==> config.mk <==
export PLATFORM = sky130hd
export DESIGN_NAME = base64_stream_encoder
export DESIGN_NICKNAME = d
export VERILOG_FILES = /design/src/sv/b64_pkg.sv /design/src/sv/b64_front.sv /design/src/sv/b64_queue.sv /design/src/sv/b64_back.sv /design/src/sv/base64_stream_encoder.sv
export VERILOG_INCLUDE_DIRS = /design/src /design/src/sv
export SDC_FILE = /design/constraint.sdc
export NUM_CORES = 1
export LEC_CHECK = 0
export BUFFER_PORTS_ARGS = -buffer_cell sky130_fd_sc_hd__buf_2
export CORE_MARGIN = 4
export CORE_UTILIZATION = 38
export DETAILED_ROUTE_END_ITERATION = 8
export PLACE_DENSITY = 0.65
export SYNTH_ARGS = -nofsm -noshare
export SYNTH_HDL_FRONTEND = slang
export SYNTH_SLANG_ARGS = --single-unit
==> constraint.sdc <==
create_clock -name clk_i -period 7.9 [get_ports clk_i]
set_input_delay 1.185 -clock clk_i [delete_from_list [all_inputs] [get_ports clk_i]]
set_output_delay 1.185 -clock clk_i [all_outputs]
set_load 0.03 [all_outputs]
==> src/sv/base64_stream_encoder_defines.svh <==
// Assertion helpers, clocked on clk_i, disabled during reset.
`ifndef BASE64_STREAM_ENCODER_DEFINES_SVH
`define BASE64_STREAM_ENCODER_DEFINES_SVH

// Same-cycle implication.
`define B64_ASSERT_IMP(lbl, ant, cons, msg) \
  lbl: assert property (@(posedge clk_i) disable iff (!rst_ni) (ant) |-> (cons)) \
    else $error(msg);

// Next-cycle implication.
`define B64_ASSERT_NXT(lbl, ant, cons, msg) \
  lbl: assert property (@(posedge clk_i) disable iff (!rst_ni) (ant) |=> (cons)) \
    else $error(msg);

`endif

==> src/sv/b64_pkg.sv <==
`timescale 1ns / 1ps
package b64_pkg;

  localparam logic [6:0] PadChar    = 7'd61;
  localparam logic [6:0] CharUpperA = 7'd65;
  localparam logic [6:0] CharLowerA = 7'd97;
  localparam logic [6:0] CharZero   = 7'd48;
  localparam logic [6:0] CharPlus   = 7'd43;
  localparam logic [6:0] CharSlash  = 7'd47;

  // One complete or padded group, as handed from front to back.
  typedef struct packed {
    logic [23:0] triple;
    logic [1:0]  pads;
    logic        last;
  } group_t;

  typedef struct packed {
    logic full;
    logic empty;
  } queue_stat_t;

  typedef struct packed {
    logic [1:0] phase;
  } front_stat_t;

  function automatic logic [6:0] b64_char(input logic [5:0] v);
    logic [6:0] c;
    priority if (v < 6'd26) begin
      c = CharUpperA + {1'b0, v};
    end else if (v < 6'd52) begin
      c = CharLowerA + {1'b0, v} - 7'd26;
    end else if (v < 6'd62) begin
      c = CharZero + {1'b0, v} - 7'd52;
    end else if (v == 6'd62) begin
      c = CharPlus;
    end else begin
      c = CharSlash;
    end
    return c;
  endfunction

endpackage

==> src/sv/b64_front.sv <==
`timescale 1ns / 1ps
module b64_front (
  input  logic                 clk_i,
  input  logic                 rst_ni,
  input  logic                 push_i,
  input  logic [7:0]           data_byte_i,
  input  logic                 final_byte_i,
  output logic                 full_o,
  input  b64_pkg::queue_stat_t q_stat_i,
  output logic                 q_push_o,
  output b64_pkg::group_t      q_data_o,
  output b64_pkg::front_stat_t stat_o
);
  import b64_pkg::*;

  logic [1:0]  phase_q, phase_d;
  logic [15:0] pend_q, pend_d;
  logic [1:0]  phase;
  logic        xfer;

  assign full_o = q_stat_i.full;
  assign xfer   = push_i && !q_stat_i.full;
  assign phase  = (phase_q == 2'd3) ? 2'd0 : phase_q;

  always_comb begin
    phase_d  = phase_q;
    pend_d   = pend_q;
    q_push_o = 1'b0;
    q_data_o = '0;
    if (xfer) begin
      unique case (phase)
        2'd2: begin
          q_push_o = 1'b1;
          q_data_o = '{triple: {pend_q, data_byte_i}, pads: 2'd0, last: final_byte_i};
          phase_d  = 2'd0;
          pend_d   = '0;
        end
        2'd1: begin
          if (final_byte_i) begin
            q_push_o = 1'b1;
            q_data_o = '{triple: {pend_q[15:8], data_byte_i, 8'd0}, pads: 2'd1, last: 1'b1};
            phase_d  = 2'd0;
            pend_d   = '0;
          end else begin
            phase_d = 2'd2;
            pend_d  = {pend_q[15:8], data_byte_i};
          end
        end
        default: begin
          if (final_byte_i) begin
            q_push_o = 1'b1;
            q_data_o = '{triple: {data_byte_i, 16'd0}, pads: 2'd2, last: 1'b1};
            phase_d  = 2'd0;
            pend_d   = '0;
          end else begin
            phase_d = 2'd1;
            pend_d  = {data_byte_i, 8'd0};
          end
        end
      endcase
    end
  end

  always_ff @(posedge clk_i or negedge rst_ni) begin
    if (!rst_ni) begin
      phase_q <= 2'd0;
      pend_q  <= '0;
    end else begin
      phase_q <= phase_d;
      pend_q  <= pend_d;
    end
  end

  assign stat_o.phase = phase_q;

endmodule

==> src/sv/b64_queue.sv <==
`timescale 1ns / 1ps
module b64_queue #(
  parameter int Depth = 2
) (
  input  logic                 clk_i,
  input  logic                 rst_ni,
  input  logic                 push_i,
  input  b64_pkg::group_t      wdata_i,
  input  logic                 pop_i,
  output b64_pkg::group_t      rdata_o,
  output b64_pkg::queue_stat_t stat_o
);
  import b64_pkg::*;

  localparam int PtrW = (Depth > 1) ? $clog2(Depth) : 1;
  localparam int CntW = $clog2(Depth + 1);
  localparam logic [PtrW-1:0] LastPtr = PtrW'(Depth - 1);
  localparam logic [CntW-1:0] DepthCnt = CntW'(Depth);

  group_t          mem_q [Depth];
  logic [PtrW-1:0] wptr_q, wptr_d, rptr_q, rptr_d;
  logic [CntW-1:0] cnt_q, cnt_d;
  logic            do_push, do_pop;

  assign stat_o.full  = (cnt_q == DepthCnt);
  assign stat_o.empty = (cnt_q == '0);
  assign do_push = push_i && !stat_o.full;
  assign do_pop  = pop_i && !stat_o.empty;
  assign rdata_o = mem_q[rptr_q];

  always_comb begin
    wptr_d = wptr_q;
    rptr_d = rptr_q;
    cnt_d  = cnt_q;
    if (do_push) begin
      wptr_d = (wptr_q == LastPtr) ? '0 : wptr_q + 1'b1;
    end
    if (do_pop) begin
      rptr_d = (rptr_q == LastPtr) ? '0 : rptr_q + 1'b1;
    end
    if (do_push && !do_pop) begin
      cnt_d = cnt_q + 1'b1;
    end else if (do_pop && !do_push) begin
      cnt_d = cnt_q - 1'b1;
    end
  end

  always_ff @(posedge clk_i) begin
    if (do_push) begin
      mem_q[wptr_q] <= wdata_i;
    end
  end

  always_ff @(posedge clk_i or negedge rst_ni) begin
    if (!rst_ni) begin
      wptr_q <= '0;
      rptr_q <= '0;
      cnt_q  <= '0;
    end else begin
      wptr_q <= wptr_d;
      rptr_q <= rptr_d;
      cnt_q  <= cnt_d;
    end
  end

endmodule

==> src/sv/b64_back.sv <==
`timescale 1ns / 1ps
module b64_back (
  input  logic                 clk_i,
  input  logic                 rst_ni,
  input  b64_pkg::queue_stat_t q_stat_i,
  input  b64_pkg::group_t      q_data_i,
  output logic                 q_pop_o,
  input  logic                 pop_i,
  output logic                 empty_o,
  output logic [6:0]           code_char_o,
  output logic                 end_of_text_o
);
  import b64_pkg::*;

  group_t     grp_q, grp_d;
  logic [1:0] idx_q, idx_d;
  logic       busy_q, busy_d;
  logic       xfer, done;
  logic [5:0] sextet;
  logic [2:0] pad_sum;

  assign xfer    = pop_i && busy_q;
  assign done    = !busy_q || (xfer && idx_q == 2'd3);
  assign q_pop_o = done && !q_stat_i.empty;

  always_comb begin
    grp_d  = grp_q;
    idx_d  = idx_q;
    busy_d = busy_q;
    if (xfer) begin
      idx_d = idx_q + 1'b1;
    end
    if (done) begin
      busy_d = !q_stat_i.empty;
      idx_d  = 2'd0;
      if (!q_stat_i.empty) begin
        grp_d = q_data_i;
      end
    end
  end

  always_ff @(posedge clk_i or negedge rst_ni) begin
    if (!rst_ni) begin
      idx_q  <= 2'd0;
      busy_q <= 1'b0;
    end else begin
      idx_q  <= idx_d;
      busy_q <= busy_d;
    end
  end

  always_ff @(posedge clk_i) begin
    grp_q <= grp_d;
  end

  always_comb begin
    unique case (idx_q)
      2'd0: sextet = grp_q.triple[23:18];
      2'd1: sextet = grp_q.triple[17:12];
      2'd2: sextet = grp_q.triple[11:6];
      default: sextet = grp_q.triple[5:0];
    endcase
  end

  // pad when idx >= 4 - pads
  assign pad_sum       = {1'b0, idx_q} + {1'b0, grp_q.pads};
  assign code_char_o   = pad_sum[2] ? PadChar : b64_char(sextet);
  assign end_of_text_o = grp_q.last && (idx_q == 2'd3);
  assign empty_o       = !busy_q;

endmodule

==> src/sv/base64_stream_encoder.sv <==
`timescale 1ns / 1ps
// Channel   Handshake           Payload
// input     push_i / full_o     data_byte_i[7:0], final_byte_i
// result    pop_i / empty_o     code_char_o[6:0], end_of_text_o
//
// One byte is taken per cycle while the group queue has room; a group of four
// characters leaves at one character per cycle while pop_i is high, so sustained
// rate is four characters per three bytes, set by the single character output port.
// Reset clears group phase, queue pointers and the character sequencer.
// A stalled result side fills the FifoDepth-entry queue, then raises full_o.
module base64_stream_encoder #(
  parameter int FifoDepth = 2
) (
  input  logic       clk_i,
  input  logic       rst_ni,
  input  logic       push_i,
  input  logic [7:0] data_byte_i,
  input  logic       final_byte_i,
  output logic       full_o,
  input  logic       pop_i,
  output logic       empty_o,
  output logic [6:0] code_char_o,
  output logic       end_of_text_o
);
  import b64_pkg::*;
  `include "base64_stream_encoder_defines.svh"

  queue_stat_t q_stat;
  front_stat_t f_stat;
  group_t      q_wdata, q_rdata;
  logic        q_push, q_pop;

  b64_front u_front (
    .clk_i        (clk_i),
    .rst_ni       (rst_ni),
    .push_i       (push_i),
    .data_byte_i  (data_byte_i),
    .final_byte_i (final_byte_i),
    .full_o       (full_o),
    .q_stat_i     (q_stat),
    .q_push_o     (q_push),
    .q_data_o     (q_wdata),
    .stat_o       (f_stat)
  );

  b64_queue #(
    .Depth (FifoDepth)
  ) u_queue (
    .clk_i   (clk_i),
    .rst_ni  (rst_ni),
    .push_i  (q_push),
    .wdata_i (q_wdata),
    .pop_i   (q_pop),
    .rdata_o (q_rdata),
    .stat_o  (q_stat)
  );

  b64_back u_back (
    .clk_i         (clk_i),
    .rst_ni        (rst_ni),
    .q_stat_i      (q_stat),
    .q_data_i      (q_rdata),
    .q_pop_o       (q_pop),
    .pop_i         (pop_i),
    .empty_o       (empty_o),
    .code_char_o   (code_char_o),
    .end_of_text_o (end_of_text_o)
  );

  `B64_ASSERT_IMP(a_no_push_full, q_push, !q_stat.full, "group pushed into full queue")
  `B64_ASSERT_IMP(a_no_pop_empty, q_pop, !q_stat.empty, "group popped from empty queue")
  `B64_ASSERT_NXT(a_final_clears, push_i && !full_o && final_byte_i, f_stat.phase == 2'd0,
                  "group phase not cleared after final byte")
  `B64_ASSERT_IMP(a_char_range, !empty_o, code_char_o >= 7'd43 && code_char_o <= 7'd122,
                  "character outside alphabet")

endmodule
After elaboration in Yosys (flattened, before gate mapping)

Memories as Yosys holds them, arrays and structs flattened. A register that Yosys moved wholly into a read port is not among the register bits.
Cells that the tools add are included.

Reductions and logical operators: 21
Order comparisons: 3
Equal/unequal tests: 9
Add/sub/neg operators: 11
Mux-type cells: 28
Bitwise operators: 1

Operator list:

| kind                | count |
|---|---|
| $mux 27             | 3 |
| $pmux 27 s2         | 1 |
| $mux 16             | 2 |
| $pmux 16 s2         | 1 |
| $mux 7              | 4 |
| $pmux 6 s3          | 1 |
| $add 7x6->7 const A | 2 |
| $lt 6x6->1 const B  | 2 |
| $mux 2              | 6 |
| $eq 2x2->1 const B  | 5 |
| $logic_and 1x1->1   | 9 |
| $mux 1              | 8 |
| $add 6x6->7 const A | 1 |
| $sub 7x5->7 const B | 1 |
| $sub 7x6->7 const B | 1 |
| $eq 6x6->1 const B  | 1 |
| $lt 6x5->1 const B  | 1 |
| $logic_not 1->1     | 5 |
| $add 2x1->2 const B | 2 |
| $eq 2x1->1 const B  | 2 |
| $logic_not 2->1     | 2 |
| $pmux 2 s2          | 1 |
| $reduce_and 2->1    | 2 |
| $reduce_bool 2->1   | 2 |
| other kinds (7)     | 8 |

RAM bits: 54
Memories kept: 1
Output and inout bits: 10
Input bits: 13
Logic and storage cells: 82
Bits in registers: 25

Memories:

| memory        | words | width | rd ports | clocked after Yosys merged registers in | write ports | RTL line        | RTL |
|---|---|---|---|---|---|---|---|
| u_queue.mem_q | 2     | 27    | 1        | 1                                       | 1           | b64_queue.sv:20 | `group_t mem_q [Depth];` |

Logic depth before layout (Yosys ltp)

Gate-level depths: netlist of run 1.

Word-level depth: 10
Gate-level depth with buffers: 12
Depth with buffers taken out: 10

By module

From an unflattened synthesis of run 1, not the netlist that was laid out.

Cell total of the unflattened synthesis: 348
Area total of the unflattened synthesis: 5002.3 um^2

By module, submodules not included:

| module    | sequential area each (um^2) | instances | cells an instance | area an instance (um^2) |
|---|---|---|---|---|
| b64_queue | 1721.7                      | 1         | 103               | 2244.7 |
| b64_back  | 885.8                       | 1         | 136               | 1650.3 |
| b64_front | 450.4                       | 1         | 109               | 1107.3 |

Least setup slack after synthesis of run 1

OpenSTA, ideal clock, no wires.

Kind: flip-flop to output port
Start: reg u_back.idx_q[0]
End: out code_char_o[3]
Stages on the path, launching flop included: 13
Setup slack: 4128 ps
Required time: 6715 ps
Data arrival time: 2587 ps
Path buffers: 3
Path through: dfrtp_1 ha_1 buf_4 a21oi_1 a32o_2 inv_1 buf_4 ha_1 clkbuf_1 a31oi_2 o21ai_2 o2111a_1 o21ai_1

Cells in the longest elaborated chain, start to end: 8
Elaborated cells between the ends (all ways): 17
Classes of those cells: add/sub: 6; order compare: 3; eq/ne: 2; mux: 5; reduce/logical: 1

RTL lines:

| element                            | RTL line                    | RTL |
|---|---|---|
| start, declared                    | b64_back.sv:16              | `logic [1:0] idx_q, idx_d;` |
| start signal, assigned             | b64_back.sv:47              | `idx_q <= idx_d;` |
| $eq 2x2->1 (tied with other cells) | b64_back.sv:57              | `unique case (idx_q)` |
| $pmux 6 s3                         | b64_back.sv:57              |  |
| $add 6x6->7                        | b64_pkg.sv:34               | `c = CharZero + {1'b0, v} - 7'd52;` |
| $sub 7x6->7                        | b64_pkg.sv:34               |  |
| $mux 7                             | b64_pkg.sv:33               | `end else if (v < 6'd62) begin` |
| $mux 7                             | b64_pkg.sv:31               | `end else if (v < 6'd52) begin` |
| $mux 7                             | b64_pkg.sv:29               | `priority if (v < 6'd26) begin` |
| $mux 7 *                           | b64_back.sv:67              | `assign code_char_o = pad_sum[2] ? PadChar : b64_char(sextet);` |
| end, declared                      | base64_stream_encoder.sv:22 | `output logic [6:0] code_char_o,` |

Every way passes the cells marked *; elsewhere a longest branch is shown, timed or not.

Final worst setup path of run 1

Start: reg u_back.idx_q[0]
End: out code_char_o[2]

Cells in the longest elaborated chain, start to end: 8
Elaborated cells between the ends (all ways): 19
Classes of those cells: add/sub: 6; order compare: 3; eq/ne: 3; mux: 6; reduce/logical: 1

RTL lines:

| element                                   | RTL line |
|---|---|
| $eq 2x2->1 (tied with other cells)        | b64_back.sv:57 |
| $pmux 6 s3                                | b64_back.sv:57 |
| $add 6x6->7 or $eq 6x6->1 (tied branches) | b64_pkg.sv:34, b64_pkg.sv:35 |
| $sub 7x6->7 or $mux 3 (tied branches)     | b64_pkg.sv:34, b64_pkg.sv:35 |
| $mux 7                                    | b64_pkg.sv:33 |
| $mux 7                                    | b64_pkg.sv:31 |
| $mux 7                                    | b64_pkg.sv:29 |
| $mux 7 *                                  | b64_back.sv:67 |

Marked as above.

==> results.md, run 1 <==
* Status: finished clean
* Worst-path clk slew at 0.07 ns
* Routability Congestion at 0.810
* Critical Path AT at 3.45 ns
* Clk_lat worst skew at 0.34 ns
* CP Launch Type: flop
* Die area at 14600 µm²
* Area Growth Syn to Fin at 11.3%
* Lkg Pwr at 1.99 nW
* First-pass GRT wire length at 14800 µm
* Final setup vio count at 0
* Setup bufs post-CTS at 0
* Inserted Diodes at 0
* Power, Total at 2.21 mW
* Cells after Synth at 367
* Slew headroom at 25.7%
* Initial antenna violation count at 0
* CTS Buf Count at 9
* Core Rows at 40
* Die X-Extent at 121 µm
* Vias per cell at 5.26
* Nets at 409
* Fin util at 43.9%
* PD cells at 410 nW/µm²
* CTS resizes at 0
* Die H at 121 µm
* Critical-path maximum fanout at 11
* Post-synth EDFFs at 81
* Final min period at 4.63 ns
* Final Hold Vio Count at 0
* Core area at 12300 µm²
* Cell chain of the critical path: ha_1, inv_1, a21oi_1, inv_1, ha_1, nor2_1, mux2_2, mux2i_1, a21bo_1, buf_2
* Initial Util at 39.5%
* Routed Wire Length at 9000 µm
* Syn nets at 391
* RSZ-0062 raised after global routing: false
* TNS Setup at 0 ns
* Crit path largest cell delay at 0.75 ns
* Drt first-iter violations at 248
* Largest cells by area after synthesis: edfxtp_1 50%, dfrtp_1 13%, mux2_2 7.0%
* Wire per inst at 16.1 µm
* Gr ovfl total at 0
* DR vias at 2933
* Worst hold path class: reg2reg
* FFs w/ async S/R, synth at 23.6%
* Crit path capture type: output port
* Tot GR Track Use at 12.7%
* Fin crit share at 58.7%
* Seq cells post-synth at 106
* Final Skew at 0.00671 ns
* Final ANT Viol Nets at 0
* Slew at the pin closest to its max-slew limit at 1.11 ns
* FILL cells at 1131
* Yosys cell types at 53
* Sequential fraction of the synthesis area at 63.2%
* Placed inst area at 5100 µm²
* Commonest cells in the synthesized netlist: 81 x edfxtp_1, 32 x nor2_1, 30 x mux2_2
* Max Fclk at 0.216 GHz
* Ports at 23
* Bufs on Longest Clock Path at 2
* PortBufs at 22
* Slowest CP cell: a21oi_1
* CTS tree: yes
* Final Cell Area at 5390 µm²
* Clock Sinks at 106
* Top_reg_cell synth: edfxtp_1
* Max-slew violations at 0
* Critical Path RT at 6.71 ns
* Warnings, synthesis at 0
* DR pass1 iterations at 4
* Top-count cell post-synth: edfxtp_1
* Layout cells sized above 1 at 21.8%
* H-tree Lvls at 3
* Avg Cell Area, Syn at 13.2 µm²
* HPWL Detailed at 6340 µm
* Synth area leader: edfxtp_1
* Max Cap Viol at 0
* WS Path Type: reg2out
* Post-CTS Hold Fix Bufs at 0
* Clk root buf: clkbuf_16
* Synth top area share at 50.2%
* Largest net degree at the start of global routing at 34
* Drc violations at 0
* Maximum VDD drop at 0.000157 V
* Vias in the first global route at 2863
* Cell area after synthesis at 4840 µm²
==> logic make-up after synthesis <==
kind of cell / synth area share (%)
AOI/OAI and AO/OA: 13.2
xor gates and xnor gates: 1.09
adders and majority gates: 2.84
buffers and inverters: 3.15
DFF: 63.2
muxes: 7.75
and+or+nand+nor: 8.81
==> critical path, delay by kind of cell, from the launching register on <==
kind	cells	cell delay [ns]
AOI/OAI and AO/OA	2	0.92
buffers and inverters	3	0.60
muxes	2	0.25
and+or+nand+nor	1	0.20
adders and majority gates	2	0.71
DFF	1	0.42
==> layout make-up <==
class                      count  area [µm²]  area share, %
inverter                      18        67.6           1.25
clock buffer                   9         225           4.18
clock inverter                 7        60.1           1.11
sequential                   106        3060           56.7
tap                          168         210           3.90
multi-input combinational    225        1640           30.3
timing repair buffer          25         133           2.46
==> final timing paths <==
kind                                               start                        endpoint  slack, ns  cells after the start
hold reg to reg                u_back.busy_q$_DFFE_PN0P_     u_back.idx_q[1]$_DFFE_PN0P_       0.49                      1
setup reg to reg           u_front.stat_o[0]$_DFFE_PN0P_   u_queue.mem_q[1][9]$_DFFE_PP_       5.37                      6
setup / recovery             u_back.idx_q[0]$_DFFE_PN0P_                  code_char_o[2]       3.27                     10
min in group asynchronous                         rst_ni   u_front.stat_o[1]$_DFFE_PN0P_       0.84                      1
hold / removal                 u_back.busy_q$_DFFE_PN0P_     u_back.idx_q[1]$_DFFE_PN0P_       0.49                      1
max in group asynchronous                         rst_ni  u_front.pend_q[14]$_DFFE_PN0P_       6.66                      1
==> metrics by stage <==
step | hold slack (ns) | cells | worst slack (ns)
floorplan | 0.450 | 367 | 4.13
global placement | 0.470 | 542 | 3.88
detailed placement | 0.476 | 542 | 3.70
CTS | 0.495 | 558 | 3.32
global route | 0.517 | 558 | 3.08
finish | 0.493 | 558 | 3.27
==> layout by cell type, fill, tap and decap left out, types with 3 or more instances in the layout <==
cell type	instances
o211ai_1	6
nand3_1	7
and2_1	5
mux2_2	30
buf_2	22
ha_1	11
clkbuf_16	9
xnor2_1	3
a21oi_1	9
buf_4	3
nor2_1	30
nand2b_1	5
a22o_1	7
a22oi_1	25
inv_1	17
dfrtp_1	25
o21ai_0	15
nand2_1	20
xor2_1	3
edfxtp_1	81
a222oi_1	3
and3_1	11
clkinvlp_4	3
==> metal layers <==
metal / track usage (%) / routed length [µm] / vias to the layer above
met5: 0 / 0 / -
met2: 20.7 / 4380 / 66
met1: 17.3 / 4260 / 1434
met3: 2.42 / 271 / 9
li1: - / - / 1424
met4: 4.04 / 94 / 0
==> power breakdown <==
group | total, mW | internal (mW) | leakage (nW) | switching (mW)
logic | 0.963 | 0.359 | 0.783 | 0.604
registers | 0.826 | 0.746 | 1.08 | 0.0798
clock network | 0.420 | 0.219 | 0.131 | 0.201
==> flip-flops by register name (all words and copies together), names as in the netlist <==
name            cells
u_back.busy_q       1
u_back.grp_q       27
u_back.idx_q        2
u_front.pend_q     16
u_front.stat_o      2
u_queue.cnt_q       2
u_queue.mem_q      54
u_queue.rptr_q      1
u_queue.wptr_q      1
Power figures use the tool's default switching activity.
==> run 2: changes to the inputs <==
- clock period: 7.9 -> 4.32 ns (I/O delays scaled with it)
==> run 2 against run 1 <==
Compared with the run above:
- sequential cell count stayed put
- sequential share of layout area is 0.11 points lower
- global-route usage rose by 0.088 points
- die area stayed put
- combinational power rose by 84%
- clock skew rose by 0.00072 ns
- critical path type unchanged
- highest routed layer unchanged
==> results.md, run 2 (synthesized netlist as in run 1, its figures left out) <==
* Worst hold path class: in2async
* Most flops, register: u_queue.mem_q
* Switching share of total power at 39.7%
* Die H at 121 µm
* Core area at 12300 µm²
* Vias in the first global route at 2927
* Max Cap Viol at 0
* Area Growth Syn to Fin at 11.5%
* Placed inst area at 5110 µm²
* Core Rows at 40
* Fin util at 44.0%
* Area of the multi-input gates at 1640 µm²
* Routed Wire Length at 8910 µm
* CTS Buf Count at 9
* CP Launch Type: flop
* Largest net degree at the start of global routing at 34
* Crit path capture type: output port
* Clk root buf: clkbuf_16
* Nets at 410
* Final Skew at 0.00743 ns
* Status: finished clean
* Inserted Diodes at 0
* PortBufs at 22
* Maximum VDD drop at 0.000351 V
* Critical-path maximum fanout at 11
* Final Cell Area at 5400 µm²
* Largest registers: u_queue.mem_q (54), u_back.grp_q (27), u_front.pend_q (16)
* Routability Congestion at 0.870
* DR vias at 2943
* Post-CTS Hold Fix Bufs at 0
* Crit path largest cell delay at 0.71 ns
* Wire per inst at 15.9 µm
* Worst-path clk slew at 0.07 ns
* Initial antenna violation count at 0
* Worst Path Buf+Inv at 3
* Max Fclk at 0.252 GHz
* PD cells at 751 nW/µm²
* Sw power at 1.61 mW
* First-pass GRT wire length at 15000 µm
* FILL cells at 1105
* Vias per cell at 5.26
* Cell chain of the critical path: ha_1, inv_1, a21oi_1, inv_1, ha_1, nor2_1, mux2_2, mux2i_1, a21bo_1, buf_2
* Top Family by Delay on Critical Path: compound AO/OA/AOI/OAI gates
* TNS Setup at 0 ns
* Most frequent cells in the layout: 81 x edfxtp_1, 30 x nor2_1, 30 x mux2_2, 25 x a22oi_1, 25 x dfrtp_1
* H-tree Lvls at 3
* Slew headroom at 19.3%
* Critical Path AT at 3.32 ns
* Tot GR Track Use at 12.8%
* Final ANT Viol Nets at 0
* Part of the power in registers at 37.3%
* Final Hold Vio Count at 0
* Crit path setup slack, layout at 0.357 ns
* Internal power at 2.44 mW
* Slowest CP cell: a21oi_1
* Final min period at 3.96 ns
* CTS resizes at 0
* Ports at 23
* Gr ovfl total at 0
* Die X-Extent at 121 µm
* Max reg flops at 54
* Drt first-iter violations at 208
* Combinational share of power at 43.6%
* Max-slew violations at 0
* Initial Util at 39.5%
* HPWL Detailed at 6260 µm
* Die area at 14600 µm²
* CTS tree: yes
* Slew at the pin closest to its max-slew limit at 1.21 ns
* Drc violations at 0
* DP Worst Slack at 0.731 ns
* Clock share of power at 19.1%
* WS Path Type: reg2out
* Final setup vio count at 0
* Most common library cell in the layout ignoring fill and taps: edfxtp_1
* Fin crit share at 91.7%
* Layout cells sized above 1 at 22.0%
* Setup bufs post-CTS at 0
* RSZ-0062 raised after global routing: false
* Clk_lat worst skew at 0.33 ns
* Sequential Area at 3060 µm²
* Clock Sinks at 106
* Lkg Pwr at 2.00 nW
* Critical Path RT at 3.67 ns
* DR pass1 iterations at 5
* Bufs on Longest Clock Path at 2
-- run 2: cell types whose count changed in the layout (fill, tap and decap cells not counted), sizes merged --
cell | previous run | this run
inv | 21 | 20
clkinv | 1 | 2
clkinvlp | 3 | 2
buf | 25 | 26
clkbuf | 9 | 10
-- run 2: power groups by stage --
stage               clock, mW  combinational (mW)  sequential [mW]
floorplan                   0                1.43             1.46
global placement            0                1.72             1.53
detailed placement          0                1.75             1.54
CTS                     0.785                1.76             1.51
global route            0.839                1.94             1.54
finish                  0.773                1.77             1.51
-- run 2: worst paths after layout --
| path | cells after the start | start | end | slack, ns |
|---|---|---|---|---|
| max | 10 | u_back.idx_q[0]$_DFFE_PN0P_ | code_char_o[2] | 0.36 |
| min | 1 | rst_ni | u_front.pend_q[15]$_DFFE_PN0P_ | 0.31 |
| max reg2reg | 7 | u_front.stat_o[1]$_DFFE_PN0P_ | u_queue.mem_q[0][25]$_DFFE_PP_ | 1.95 |
| min reg2reg | 2 | u_front.pend_q[4]$_DFFE_PN0P_ | u_front.pend_q[4]$_DFFE_PN0P_ | 0.50 |
| max in group asynchronous | 1 | rst_ni | u_front.pend_q[4]$_DFFE_PN0P_ | 3.62 |
| min in group clk_i | 2 | u_front.pend_q[4]$_DFFE_PN0P_ | u_front.pend_q[4]$_DFFE_PN0P_ | 0.50 |
-- run 2: layer usage --
metal	vias to the layer above	track usage (%)	share of wire [%]	wire length [µm]
li1	1421	-	-	-
met3	19	3.08	3.5	309
met1	1429	17.8	47	4210
met2	74	20.3	48	4270
met5	-	0	0	0
met4	0	3.26	1.4	123
-- run 2: area by class of cell --
| cell class | instances | area share, % |
|---|---|---|
| flip-flops and latches | 106 | 56.6 |
| repair buffers | 26 | 2.60 |
| multi-input cells | 225 | 30.3 |
| well taps | 168 | 3.89 |
| inverters | 18 | 1.25 |
| clock inverters | 6 | 0.904 |
| clock buffers | 10 | 4.43 |
-- run 2: metrics by stage --
step | cells | hold slack (ns) | power, mW
floorplan | 367 | 0.352 | 2.89
global route | 559 | 0.343 | 4.31
detailed placement | 543 | 0.471 | 3.29
CTS | 559 | 0.315 | 4.06
global placement | 543 | 0.467 | 3.24
finish | 559 | 0.311 | 4.05
